## config.mk

```make
export PLATFORM = sky130hd
export DESIGN_NAME = first_fit_allocator_coalescing_core_flat
export DESIGN_NICKNAME = d
export VERILOG_FILES = /design/src/rtl/ffac_pkg.sv /design/src/rtl/ffac_req_if.sv /design/src/rtl/ffac_rsp_if.sv /design/src/rtl/ffac_cell.sv /design/src/rtl/ffac_ctrl.sv /design/src/rtl/first_fit_allocator_coalescing_core.sv /design/src/flat_wrapper.sv
export SDC_FILE = /design/constraint.sdc
export NUM_CORES = 1
export LEC_CHECK = 0
export BUFFER_PORTS_ARGS = -buffer_cell sky130_fd_sc_hd__buf_2
export CORE_MARGIN = 4
export CORE_UTILIZATION = 47
export DETAILED_ROUTE_END_ITERATION = 10
export PLACE_DENSITY = 0.67
export SLEW_MARGIN = 10
export SYNTH_ARGS = -nofsm -noshare
export SYNTH_HDL_FRONTEND = slang
export SYNTH_SLANG_ARGS = --single-unit
```

## constraint.sdc

```tcl
create_clock -name clk_i -period 4.2 [get_ports clk_i]
set_input_delay 0.21 -clock clk_i [delete_from_list [all_inputs] [get_ports clk_i]]
set_output_delay 0.21 -clock clk_i [all_outputs]
set_load 0.05 [all_outputs]
```

## src/rtl/ffac_pkg.sv

```systemverilog
// ----------------------------------------------------------------------------
// ffac_pkg
// Shared types and constants of the first-fit allocator with coalescing.
// ----------------------------------------------------------------------------
`default_nettype none

package ffac_pkg;

  // memory geometry
  localparam int Units = 64;
  localparam int IdxW  = $clog2(Units);
  localparam int LenW  = $clog2(Units + 1);
  localparam int OwnW  = 3;
  localparam int SizeW = 7;

  // command codes
  typedef enum logic {
    CmdAlloc = 1'b0,
    CmdFree  = 1'b1
  } cmd_e;

  // result status codes
  typedef enum logic [1:0] {
    StGranted = 2'd0,
    StNoFit   = 2'd1,
    StFreed   = 2'd2,
    StBadFree = 2'd3
  } status_e;

  // controller states
  typedef enum logic [1:0] {
    StIdle,
    StScan,
    StCommit
  } state_e;

  // contents of one memory cell
  typedef struct packed {
    logic            free;
    logic [OwnW-1:0] owner;
    logic            head;
  } cell_t;

  // parallel update broadcast to every cell
  typedef struct packed {
    logic            alloc_en;
    logic            free_en;
    logic [LenW-1:0] lo;
    logic [LenW-1:0] hi;
    logic [OwnW-1:0] owner;
    logic            clr_lo;
    logic            clr_hi;
  } commit_t;

endpackage

`default_nettype wire

```

## src/rtl/ffac_req_if.sv

```systemverilog
// ----------------------------------------------------------------------------
// ffac_req_if
// Command channel: valid/ready handshake with allocate and free payload.
// ----------------------------------------------------------------------------
`default_nettype none

interface ffac_req_if;
  logic                            valid;
  logic                            ready;
  ffac_pkg::cmd_e                  command;
  logic [ffac_pkg::OwnW-1:0]       requester;
  logic [ffac_pkg::SizeW-1:0]      request_size;
  logic [ffac_pkg::IdxW-1:0]       free_start;

  modport source (output valid, command, requester, request_size, free_start,
                  input ready);
  modport sink   (input valid, command, requester, request_size, free_start,
                  output ready);
endinterface

`default_nettype wire

```

## src/rtl/ffac_rsp_if.sv

```systemverilog
// ----------------------------------------------------------------------------
// ffac_rsp_if
// Result channel: valid/ready handshake with status and start index.
// ----------------------------------------------------------------------------
`default_nettype none

interface ffac_rsp_if;
  logic                       valid;
  logic                       ready;
  ffac_pkg::status_e          status;
  logic [ffac_pkg::IdxW-1:0]  start_index;

  modport source (output valid, status, start_index, input ready);
  modport sink   (input valid, status, start_index, output ready);
endinterface

`default_nettype wire

```

## src/rtl/ffac_cell.sv

```systemverilog
// ----------------------------------------------------------------------------
// ffac_cell
// One memory cell of the ring: passes its contents on while scanning and
// applies the broadcast allocate or free update against its own index.
// ----------------------------------------------------------------------------
`default_nettype none

module ffac_cell (
  input  wire logic                      clk_i,
  input  wire logic                      rst_ni,
  input  wire logic [ffac_pkg::IdxW-1:0] idx_i,
  input  wire logic                      shift_en_i,
  input  wire ffac_pkg::cell_t           next_i,
  input  wire ffac_pkg::commit_t         commit_i,
  output      ffac_pkg::cell_t           cell_o
);

  ffac_pkg::cell_t cell_d, cell_q;
  logic [ffac_pkg::LenW-1:0] idx_w;
  logic in_range, at_lo, at_hi;

  // position of this cell against the update range
  assign idx_w    = {1'b0, idx_i};
  assign in_range = (idx_w >= commit_i.lo) && (idx_w < commit_i.hi);
  assign at_lo    = (idx_w == commit_i.lo);
  assign at_hi    = (idx_w == commit_i.hi);

  // next contents
  always_comb begin
    cell_d = cell_q;
    if (shift_en_i) begin
      cell_d = next_i;
    end else if (commit_i.alloc_en) begin
      if (in_range) begin
        cell_d.free  = 1'b0;
        cell_d.owner = commit_i.owner;
      end
      if (at_hi) begin
        cell_d.head = 1'b1;
      end
    end else if (commit_i.free_en) begin
      if (in_range) begin
        cell_d.free  = 1'b1;
        cell_d.owner = '0;
      end
      if ((at_lo && commit_i.clr_lo) || (at_hi && commit_i.clr_hi)) begin
        cell_d.head = 1'b0;
      end
    end
  end

  // cell register, reset to a free cell, head only at cell zero
  always_ff @(posedge clk_i or negedge rst_ni) begin
    if (!rst_ni) begin
      cell_q.free  <= 1'b1;
      cell_q.owner <= '0;
      cell_q.head  <= (idx_i == '0);
    end else begin
      cell_q <= cell_d;
    end
  end

  assign cell_o = cell_q;

endmodule

`default_nettype wire

```

## src/rtl/ffac_ctrl.sv

```systemverilog
// ----------------------------------------------------------------------------
// ffac_ctrl
// Scan controller: watches the cell passing position zero during one full
// rotation of the ring, then issues the update and registers the result.
// ----------------------------------------------------------------------------
`default_nettype none

module ffac_ctrl (
  input  wire logic                clk_i,
  input  wire logic                rst_ni,
  ffac_req_if.sink                 req_i,
  ffac_rsp_if.source               rsp_o,
  input  wire ffac_pkg::cell_t     scan_cell_i,
  output      logic                shift_en_o,
  output      ffac_pkg::commit_t   commit_o
);

  localparam int IdxW = ffac_pkg::IdxW;
  localparam int LenW = ffac_pkg::LenW;

  ffac_pkg::state_e state_d, state_q;
  logic [IdxW-1:0]  t_d, t_q;

  // captured command
  ffac_pkg::cmd_e              cmd_q;
  logic [ffac_pkg::OwnW-1:0]   owner_q;
  logic [ffac_pkg::SizeW-1:0]  size_q;
  logic [IdxW-1:0]             fs_q;

  // allocate scan state
  logic [IdxW-1:0] seg_start_d, seg_start_q;
  logic            seg_free_d, seg_free_q;
  logic            found_d, found_q;
  logic [IdxW-1:0] pos_d, pos_q;

  // free scan state
  logic            prev_free_d, prev_free_q;
  logic            head_ok_d, head_ok_q;
  logic            e_found_d, e_found_q;
  logic [IdxW-1:0] e_d, e_q;
  logic            e_free_d, e_free_q;

  // result register
  logic                   out_valid_d, out_valid_q;
  ffac_pkg::status_e      status_d, status_q;
  logic [IdxW-1:0]        start_d, start_q;

  logic            accept, slot_free, go;
  logic [LenW-1:0] run_len, last_len, end_pos;
  logic            grant;
  logic [IdxW-1:0] gpos;

  assign slot_free    = !out_valid_q || rsp_o.ready;
  assign req_i.ready  = (state_q == ffac_pkg::StIdle);
  assign accept       = req_i.valid && req_i.ready;
  assign go           = (state_q == ffac_pkg::StCommit) && slot_free;
  assign shift_en_o   = (state_q == ffac_pkg::StScan);

  // length of the segment closed by the current head, and of the last one
  assign run_len  = {1'b0, t_q} - {1'b0, seg_start_q};
  assign last_len = LenW'(ffac_pkg::Units) - {1'b0, seg_start_q};
  assign end_pos  = e_found_q ? {1'b0, e_q} : LenW'(ffac_pkg::Units);

  // first-fit decision including the segment that runs to the end
  assign grant = (size_q != '0) &&
                 (found_q || (seg_free_q && (last_len >= size_q)));
  assign gpos  = found_q ? pos_q : seg_start_q;

  // state machine and scan bookkeeping
  always_comb begin
    state_d     = state_q;
    t_d         = t_q;
    seg_start_d = seg_start_q;
    seg_free_d  = seg_free_q;
    found_d     = found_q;
    pos_d       = pos_q;
    prev_free_d = prev_free_q;
    head_ok_d   = head_ok_q;
    e_found_d   = e_found_q;
    e_d         = e_q;
    e_free_d    = e_free_q;
    out_valid_d = out_valid_q && !rsp_o.ready;
    status_d    = status_q;
    start_d     = start_q;
    commit_o    = '0;

    unique case (state_q)
      ffac_pkg::StIdle: begin
        if (accept) begin
          state_d     = ffac_pkg::StScan;
          t_d         = '0;
          seg_start_d = '0;
          seg_free_d  = 1'b0;
          found_d     = 1'b0;
          pos_d       = '0;
          prev_free_d = 1'b0;
          head_ok_d   = 1'b0;
          e_found_d   = 1'b0;
          e_d         = '0;
          e_free_d    = 1'b0;
        end
      end
      ffac_pkg::StScan: begin
        // allocate: close a segment at each head
        if (scan_cell_i.head) begin
          if ((t_q != '0) && !found_q && seg_free_q &&
              (run_len >= size_q)) begin
            found_d = 1'b1;
            pos_d   = seg_start_q;
          end
          seg_start_d = t_q;
          seg_free_d  = scan_cell_i.free;
        end
        // free: neighbours and end of the released segment
        if ((fs_q != '0) && (t_q == fs_q - IdxW'(1))) begin
          prev_free_d = scan_cell_i.free;
        end
        if (t_q == fs_q) begin
          head_ok_d = scan_cell_i.head && !scan_cell_i.free;
        end
        if ((t_q > fs_q) && scan_cell_i.head && !e_found_q) begin
          e_found_d = 1'b1;
          e_d       = t_q;
          e_free_d  = scan_cell_i.free;
        end
        t_d = t_q + IdxW'(1);
        if (t_q == IdxW'(ffac_pkg::Units - 1)) begin
          state_d = ffac_pkg::StCommit;
        end
      end
      ffac_pkg::StCommit: begin
        if (go) begin
          state_d     = ffac_pkg::StIdle;
          out_valid_d = 1'b1;
          start_d     = '0;
          if (cmd_q == ffac_pkg::CmdAlloc) begin
            commit_o.alloc_en = grant;
            commit_o.lo       = {1'b0, gpos};
            commit_o.hi       = {1'b0, gpos} + LenW'(size_q);
            commit_o.owner    = owner_q;
            status_d          = grant ? ffac_pkg::StGranted : ffac_pkg::StNoFit;
            start_d           = grant ? gpos : '0;
          end else begin
            commit_o.free_en = head_ok_q;
            commit_o.lo      = {1'b0, fs_q};
            commit_o.hi      = end_pos;
            commit_o.clr_lo  = (fs_q != '0) && prev_free_q;
            commit_o.clr_hi  = e_found_q && e_free_q;
            status_d         = head_ok_q ? ffac_pkg::StFreed : ffac_pkg::StBadFree;
          end
        end
      end
      default: state_d = ffac_pkg::StIdle;
    endcase
  end

  // control registers
  always_ff @(posedge clk_i or negedge rst_ni) begin
    if (!rst_ni) begin
      state_q     <= ffac_pkg::StIdle;
      t_q         <= '0;
      out_valid_q <= 1'b0;
    end else begin
      state_q     <= state_d;
      t_q         <= t_d;
      out_valid_q <= out_valid_d;
    end
  end

  // payload and scan registers
  always_ff @(posedge clk_i) begin
    if (accept) begin
      cmd_q   <= req_i.command;
      owner_q <= req_i.requester;
      size_q  <= req_i.request_size;
      fs_q    <= req_i.free_start;
    end
    seg_start_q <= seg_start_d;
    seg_free_q  <= seg_free_d;
    found_q     <= found_d;
    pos_q       <= pos_d;
    prev_free_q <= prev_free_d;
    head_ok_q   <= head_ok_d;
    e_found_q   <= e_found_d;
    e_q         <= e_d;
    e_free_q    <= e_free_d;
    status_q    <= status_d;
    start_q     <= start_d;
  end

  assign rsp_o.valid       = out_valid_q;
  assign rsp_o.status      = status_q;
  assign rsp_o.start_index = start_q;

endmodule

`default_nettype wire

```

## src/rtl/first_fit_allocator_coalescing_core.sv

```systemverilog
// ----------------------------------------------------------------------------
// first_fit_allocator_coalescing_core
// First-fit segment allocator over a ring of memory cells with coalescing.
// ----------------------------------------------------------------------------
// Each command goes from acceptance to result in two steps: the cell ring makes
// one full rotation past the scan controller, and then the commit state applies
// the update to every cell in parallel while the result is registered.
// One command is in flight at a time; a new command is accepted in the cycle
// after the update has been applied, even while the previous result waits to
// be taken. A result that is not taken holds the next command's update back
// until the result slot is free. Allocation grants the lowest-addressed free
// segment large enough; freeing merges the released segment with free
// neighbours on either side.
`default_nettype none

module first_fit_allocator_coalescing_core (
  input  wire logic  clk_i,
  input  wire logic  rst_ni,
  ffac_req_if.sink   req_i,
  ffac_rsp_if.source rsp_o
);

  localparam int Units = ffac_pkg::Units;

  ffac_pkg::cell_t   cells [Units];
  ffac_pkg::commit_t commit;
  logic              shift_en;

  // scan controller
  ffac_ctrl u_ctrl (
    .clk_i       (clk_i),
    .rst_ni      (rst_ni),
    .req_i       (req_i),
    .rsp_o       (rsp_o),
    .scan_cell_i (cells[0]),
    .shift_en_o  (shift_en),
    .commit_o    (commit)
  );

  // ring of cells, each taking its upper neighbour's contents when shifting
  for (genvar k = 0; k < Units; k++) begin : g_cell
    ffac_cell u_cell (
      .clk_i      (clk_i),
      .rst_ni     (rst_ni),
      .idx_i      (ffac_pkg::IdxW'(k)),
      .shift_en_i (shift_en),
      .next_i     (cells[(k + 1) % Units]),
      .commit_i   (commit),
      .cell_o     (cells[k])
    );
  end

`ifndef SYNTHESIS
  // cell zero heads a segment whenever the ring is at rest
  assert property (@(posedge clk_i) disable iff (!rst_ni)
    !shift_en |-> cells[0].head)
    else $error("cell zero lost its segment head");

  // an update never allocates and frees at once
  assert property (@(posedge clk_i) disable iff (!rst_ni)
    !(commit.alloc_en && commit.free_en))
    else $error("allocate and free updates together");

  // no update while the ring rotates
  assert property (@(posedge clk_i) disable iff (!rst_ni)
    shift_en |-> !(commit.alloc_en || commit.free_en))
    else $error("update during rotation");

  // start index is zero unless granted
  assert property (@(posedge clk_i) disable iff (!rst_ni)
    (rsp_o.valid && (rsp_o.status != ffac_pkg::StGranted)) |->
      (rsp_o.start_index == '0))
    else $error("start index set on a non-granted result");
`endif

endmodule

`default_nettype wire
```

## src/flat_wrapper.sv

```systemverilog
// flat-port wrapper written by rule: the top's interface ports become plain ports
module first_fit_allocator_coalescing_core_flat 
  (clk_i, rst_ni, req_i_valid, req_i_command, req_i_requester, req_i_request_size, req_i_free_start, req_i_ready, rsp_o_valid, rsp_o_status, rsp_o_start_index, rsp_o_ready);
  ffac_req_if req_i_i ();
  ffac_rsp_if rsp_o_i ();
  input  wire logic clk_i;
  input  wire logic rst_ni;
  input wire logic [$bits(req_i_i.valid)-1:0] req_i_valid;
  input wire logic [$bits(req_i_i.command)-1:0] req_i_command;
  input wire logic [$bits(req_i_i.requester)-1:0] req_i_requester;
  input wire logic [$bits(req_i_i.request_size)-1:0] req_i_request_size;
  input wire logic [$bits(req_i_i.free_start)-1:0] req_i_free_start;
  output wire logic [$bits(req_i_i.ready)-1:0] req_i_ready;
  output wire logic [$bits(rsp_o_i.valid)-1:0] rsp_o_valid;
  output wire logic [$bits(rsp_o_i.status)-1:0] rsp_o_status;
  output wire logic [$bits(rsp_o_i.start_index)-1:0] rsp_o_start_index;
  input wire logic [$bits(rsp_o_i.ready)-1:0] rsp_o_ready;
  assign req_i_i.valid = req_i_valid;
  assign req_i_i.command = req_i_command;
  assign req_i_i.requester = req_i_requester;
  assign req_i_i.request_size = req_i_request_size;
  assign req_i_i.free_start = req_i_free_start;
  assign req_i_ready = req_i_i.ready;
  assign rsp_o_valid = rsp_o_i.valid;
  assign rsp_o_status = rsp_o_i.status;
  assign rsp_o_start_index = rsp_o_i.start_index;
  assign rsp_o_i.ready = rsp_o_ready;
  first_fit_allocator_coalescing_core u_core (.clk_i(clk_i), .rst_ni(rst_ni), .req_i(req_i_i), .rsp_o(rsp_o_i));
endmodule
```

==> key figures <==
Outcome
  • Status: finished, violations left
  • Violations in the final reports: setup timing

Detailed routing
  • Detailed Routing Iterations Pass 1: 6
  • Routed wire length: 63.10 mm
  • DRC Markers: 0
  • Initial DRC Count: between 2000 and 2500
  • DR vias: 14440
  • Wire per inst: ~31 um
  • Vias per cell: roughly 7.2
  • Final ANT Viol Nets: 0

Placement
  • DP HPWL: approximately 46 mm
  • IO buf count: 27
  • GPL Wtd Cong: between 1 and 1.5
  • Pre-CTS setup slack: ~0.14 ns

Pwr
  • Net Sw Frac: 0.4343
  • Logic pwr share: 0.471
  • Pwr per Cell Area: about 630 mW/mm2
  • Pleak: ~5.8 nW
  • Max IR drop VDD: between 0.6 and 0.7 mV
  • Reg power frac: 0.360
  • Clock share of power: 0.169
  • Internal: 0.005494 W
  • NetSw: roughly 0.0042 W
  • Pwr Total: between 0.009 and 0.01 W

Worst setup path
  • Critical path class: flop to flop
  • WP data required: 4.53 ns
  • Crit start category: flop
  • CP Cell Sequence: buf_4 > mux2i_1 > inv_1 > ha_1 > o211a_1 > a211oi_2 > or3_1 > nand3_2 > nor3_1 > nor3_1 > a211oi_1
  • CP max stage delay: 0.62 ns
  • Setup slack, reg-to-reg: -0.01 ns
  • Slowest CP cell: nor3_1
  • Worst setup EP type: flop
  • Crit Path Max Fanout: 13
  • R2R depth: 11
  • Cell mode on critical path: nor3_1
  • Worst r2r src: u_core.u_ctrl.found_q
  • R2r endpoint: u_core.g_cell[32].u_cell.cell_o[0]
  • Arrival @ worst endpoint: about 4.5 ns

STA
  • RSZ-0062 raised after global routing: no
  • Final hold violations: 0
  • # setup viols final: 1
  • Worst Tran Pin Value: 1.071 ns
  • Final hold slack: 0.1188 ns
  • Final worst slack: -0.01474 ns
  • Final Cycle Share: 1.004
  • Slew Limit Fails: 0
  • Worst slew margin: 0.2846
  • Max Clk Rate: around 240 MHz
  • Setup tns final: -0.01474 ns
  • Tmin final: between 4 and 5 ns
  • Worst Clk Skew: around 0.015 ns

Logic synthesis
  • Synth warn: 0
  • Largest area contributor in the netlist: dfrtp_1
  • Top cells by area, synth: dfrtp_1 (14%), dfstp_2 (13%), edfxtp_1 (10%), a21oi_1 (5.1%), nand2_1 (3.7%)
  • Asr flop ratio synth: 0.7486
  • Dominant synthesized flop cell: dfrtp_1
  • Post-Syn Nets: ~1600
  • Syn Area/Cell: a little under 9 um2
  • Sequential fraction of the synthesis area: 0.3666
  • Post-synth EDFFs: 46
  • Top-area cell type share of the netlist area: 0.1350
  • Synth cell types: 95
  • Most frequent cell after synthesis: a21oi_1
  • Cell Area, Synth: 0.01334 mm2
  • #FFs+latches synth: around 180
  • Synthesized instance count: about 1500
  • Post-synth top cells: a21oi_1 (137), nand2_1 (131), nor2_1 (111), o21ai_0 (84), dfrtp_1 (72)

Floorplanning
  • Chip height: between 150 and 200 um
  • Top-level port count: 31
  • Die Footprint: 0.03115 mm2
  • Core region area: 0.02786 mm2
  • Initial Util: 0.4790
  • Num rows: 61
  • Horiz. Die Dim: 176.5 um

GRT
  • GRT overflow: 0
  • First-pass GRT wire length: roughly 92 mm
  • Vias in the first global route: about 14000
  • Largest net degree at the start of global routing: between 80 and 90
  • Global-route usage over all layers: 0.4004
  • Initial antenna violation count: 3

Final layout
  • Core Util, Final: 0.5495
  • Area Growth Syn to Fin: 14.73%
  • Area taken by multi-input logic gates: 0.007805 mm2
  • Fillers: 2576
  • Layout cells sized above 1: 0.2005
  • Final #Nets: around 1700
  • Reg area: 0.004891 mm2

Clock tree
  • Num CTS Buffers: 17
  • H-tree depth: 4
  • Setup Fix Bufs, Post-CTS: 0
  • Clock Latency Late Sink: between 0.4 and 0.5 ns
  • Root Buffer: clkbuf_16
  • CTS tree: yes
  • Longest Clk Path Bufs: 2
  • Worst-path clk slew: ~0.070 ns
  • CTS sink count: between 150 and 200

Worst hold path
  • Worst hold path startpoint: req_i_valid
  • Hold Path End: u_core.u_ctrl.state_q[0]
  • Hold depth: 3
  • Hold WC Path Type: input port to flop

Run
  • Maxcap violations: 0
critical path, delay by kind of cell, from the launching register on:
kind	cells	cell delay, ns
and+or+nand+nor	4	1.47
AOI/OAI and AO/OA	3	0.97
adders and majority gates	1	0.44
muxes	1	0.43
buffers and inverters	2	0.39
DFF	1	0.36
flip-flops by register name (all words and copies together), names as in the netlist, 6 cells and up:
name and cells:
u_core.u_ctrl.e_q 6, u_core.u_ctrl.fs_q 6, u_core.u_ctrl.t_q 6, u_core.u_ctrl.size_q 7
u_core.u_ctrl.seg_start_q 6, u_core.g_cell.u_cell.cell_o 128, u_core.u_ctrl.rsp_o.start_index 6, u_core.u_ctrl.pos_q 6
final cells by class:
cell class,instances,share of cell area
Antenna cell,2,0.0003269
Clock buffer,20,0.02918
Sequential cell,183,0.3195
Tap cell,378,0.03090
Multi-Input combinational cell,1190,0.5099
Clock inverter,12,0.007765
Inverter,45,0.01120
Timing Repair Buffer,181,0.09130
layer usage:
metal  global-route usage  share of wire
met1               0.5577           0.41
met2               0.5764           0.41
met3               0.1107           0.12
met4               0.1873          0.054
met5              0.01122        0.00021
power groups by stage:
stage,clock [W],sequential [W],combinational [W]
global route,0.00173,0.00357,0.00496
finish,0.00165,0.00350,0.00457
CTS,0.00165,0.00346,0.00446
floorplan,0,0.00324,0.00308
detailed placement,0,0.00348,0.00443
global placement,0,0.00346,0.00432
repair_timing:
action                     4_1_cts  5_1_grt
resized for setup                0        2
hold endpoints to repair        33        0
hold buffers                    15        0
setup endpoints to repair        0       10
worst max path at each step:
stage                                     start                                  to  slack (ns)  depth (start not counted)
after global routing      u_core.u_ctrl.found_q  u_core.g_cell[32].u_cell.cell_o[0]        0.07                         11
after global placement    u_core.u_ctrl.found_q  u_core.g_cell[16].u_cell.cell_o[4]        0.22                         11
after CTS                 u_core.u_ctrl.found_q  u_core.g_cell[16].u_cell.cell_o[4]        0.11                         11
after detailed placement  u_core.u_ctrl.found_q  u_core.g_cell[16].u_cell.cell_o[4]        0.14                         11
final                     u_core.u_ctrl.found_q  u_core.g_cell[32].u_cell.cell_o[0]       -0.01                         11
after floorplan           u_core.u_ctrl.found_q  u_core.g_cell[40].u_cell.cell_o[4]        0.59                         14
cell families (layout without fill, tap and decap cells):
group                      count (synthesis)  count (layout)  synth area share
buffers and inverters                    161             258           0.05232
DFF                                      183             183            0.3666
adders and majority gates                 38              38           0.03676
other                                      0               2                 0
muxes                                     50              50           0.03798
AOI/OAI and AO/OA                        562             562            0.2987
and+or+nand+nor                          522             522            0.1959
xor gates and xnor gates                  18              18           0.01182
stage by stage:
stage          std cells  cell area, um2
3_5_place_dp        1962           14580
4_1_cts             2009           15290
3_3_place_gp        1962           14580
2_1_floorplan       1534           13340
6_report            2011           15310
5_1_grt             2009           15300
cell usage in the layout (no fill, tap or decap), types with 33 or more instances in the layout:
master | netlist | layout
dfstp_2 | 65 | 65
a31oi_1 | 33 | 33
nand3_1 | 62 | 62
a211oi_1 | 33 | 33
nor3_1 | 62 | 62
buf_4 | 3 | 134
mux2i_1 | 45 | 45
dfrtp_1 | 72 | 72
ha_1 | 36 | 36
inv_1 | 43 | 43
nand2_1 | 131 | 131
edfxtp_1 | 46 | 46
nor2_1 | 111 | 109
a21oi_1 | 137 | 136
o21ai_0 | 84 | 83
(Power assumes the default switching activity.)
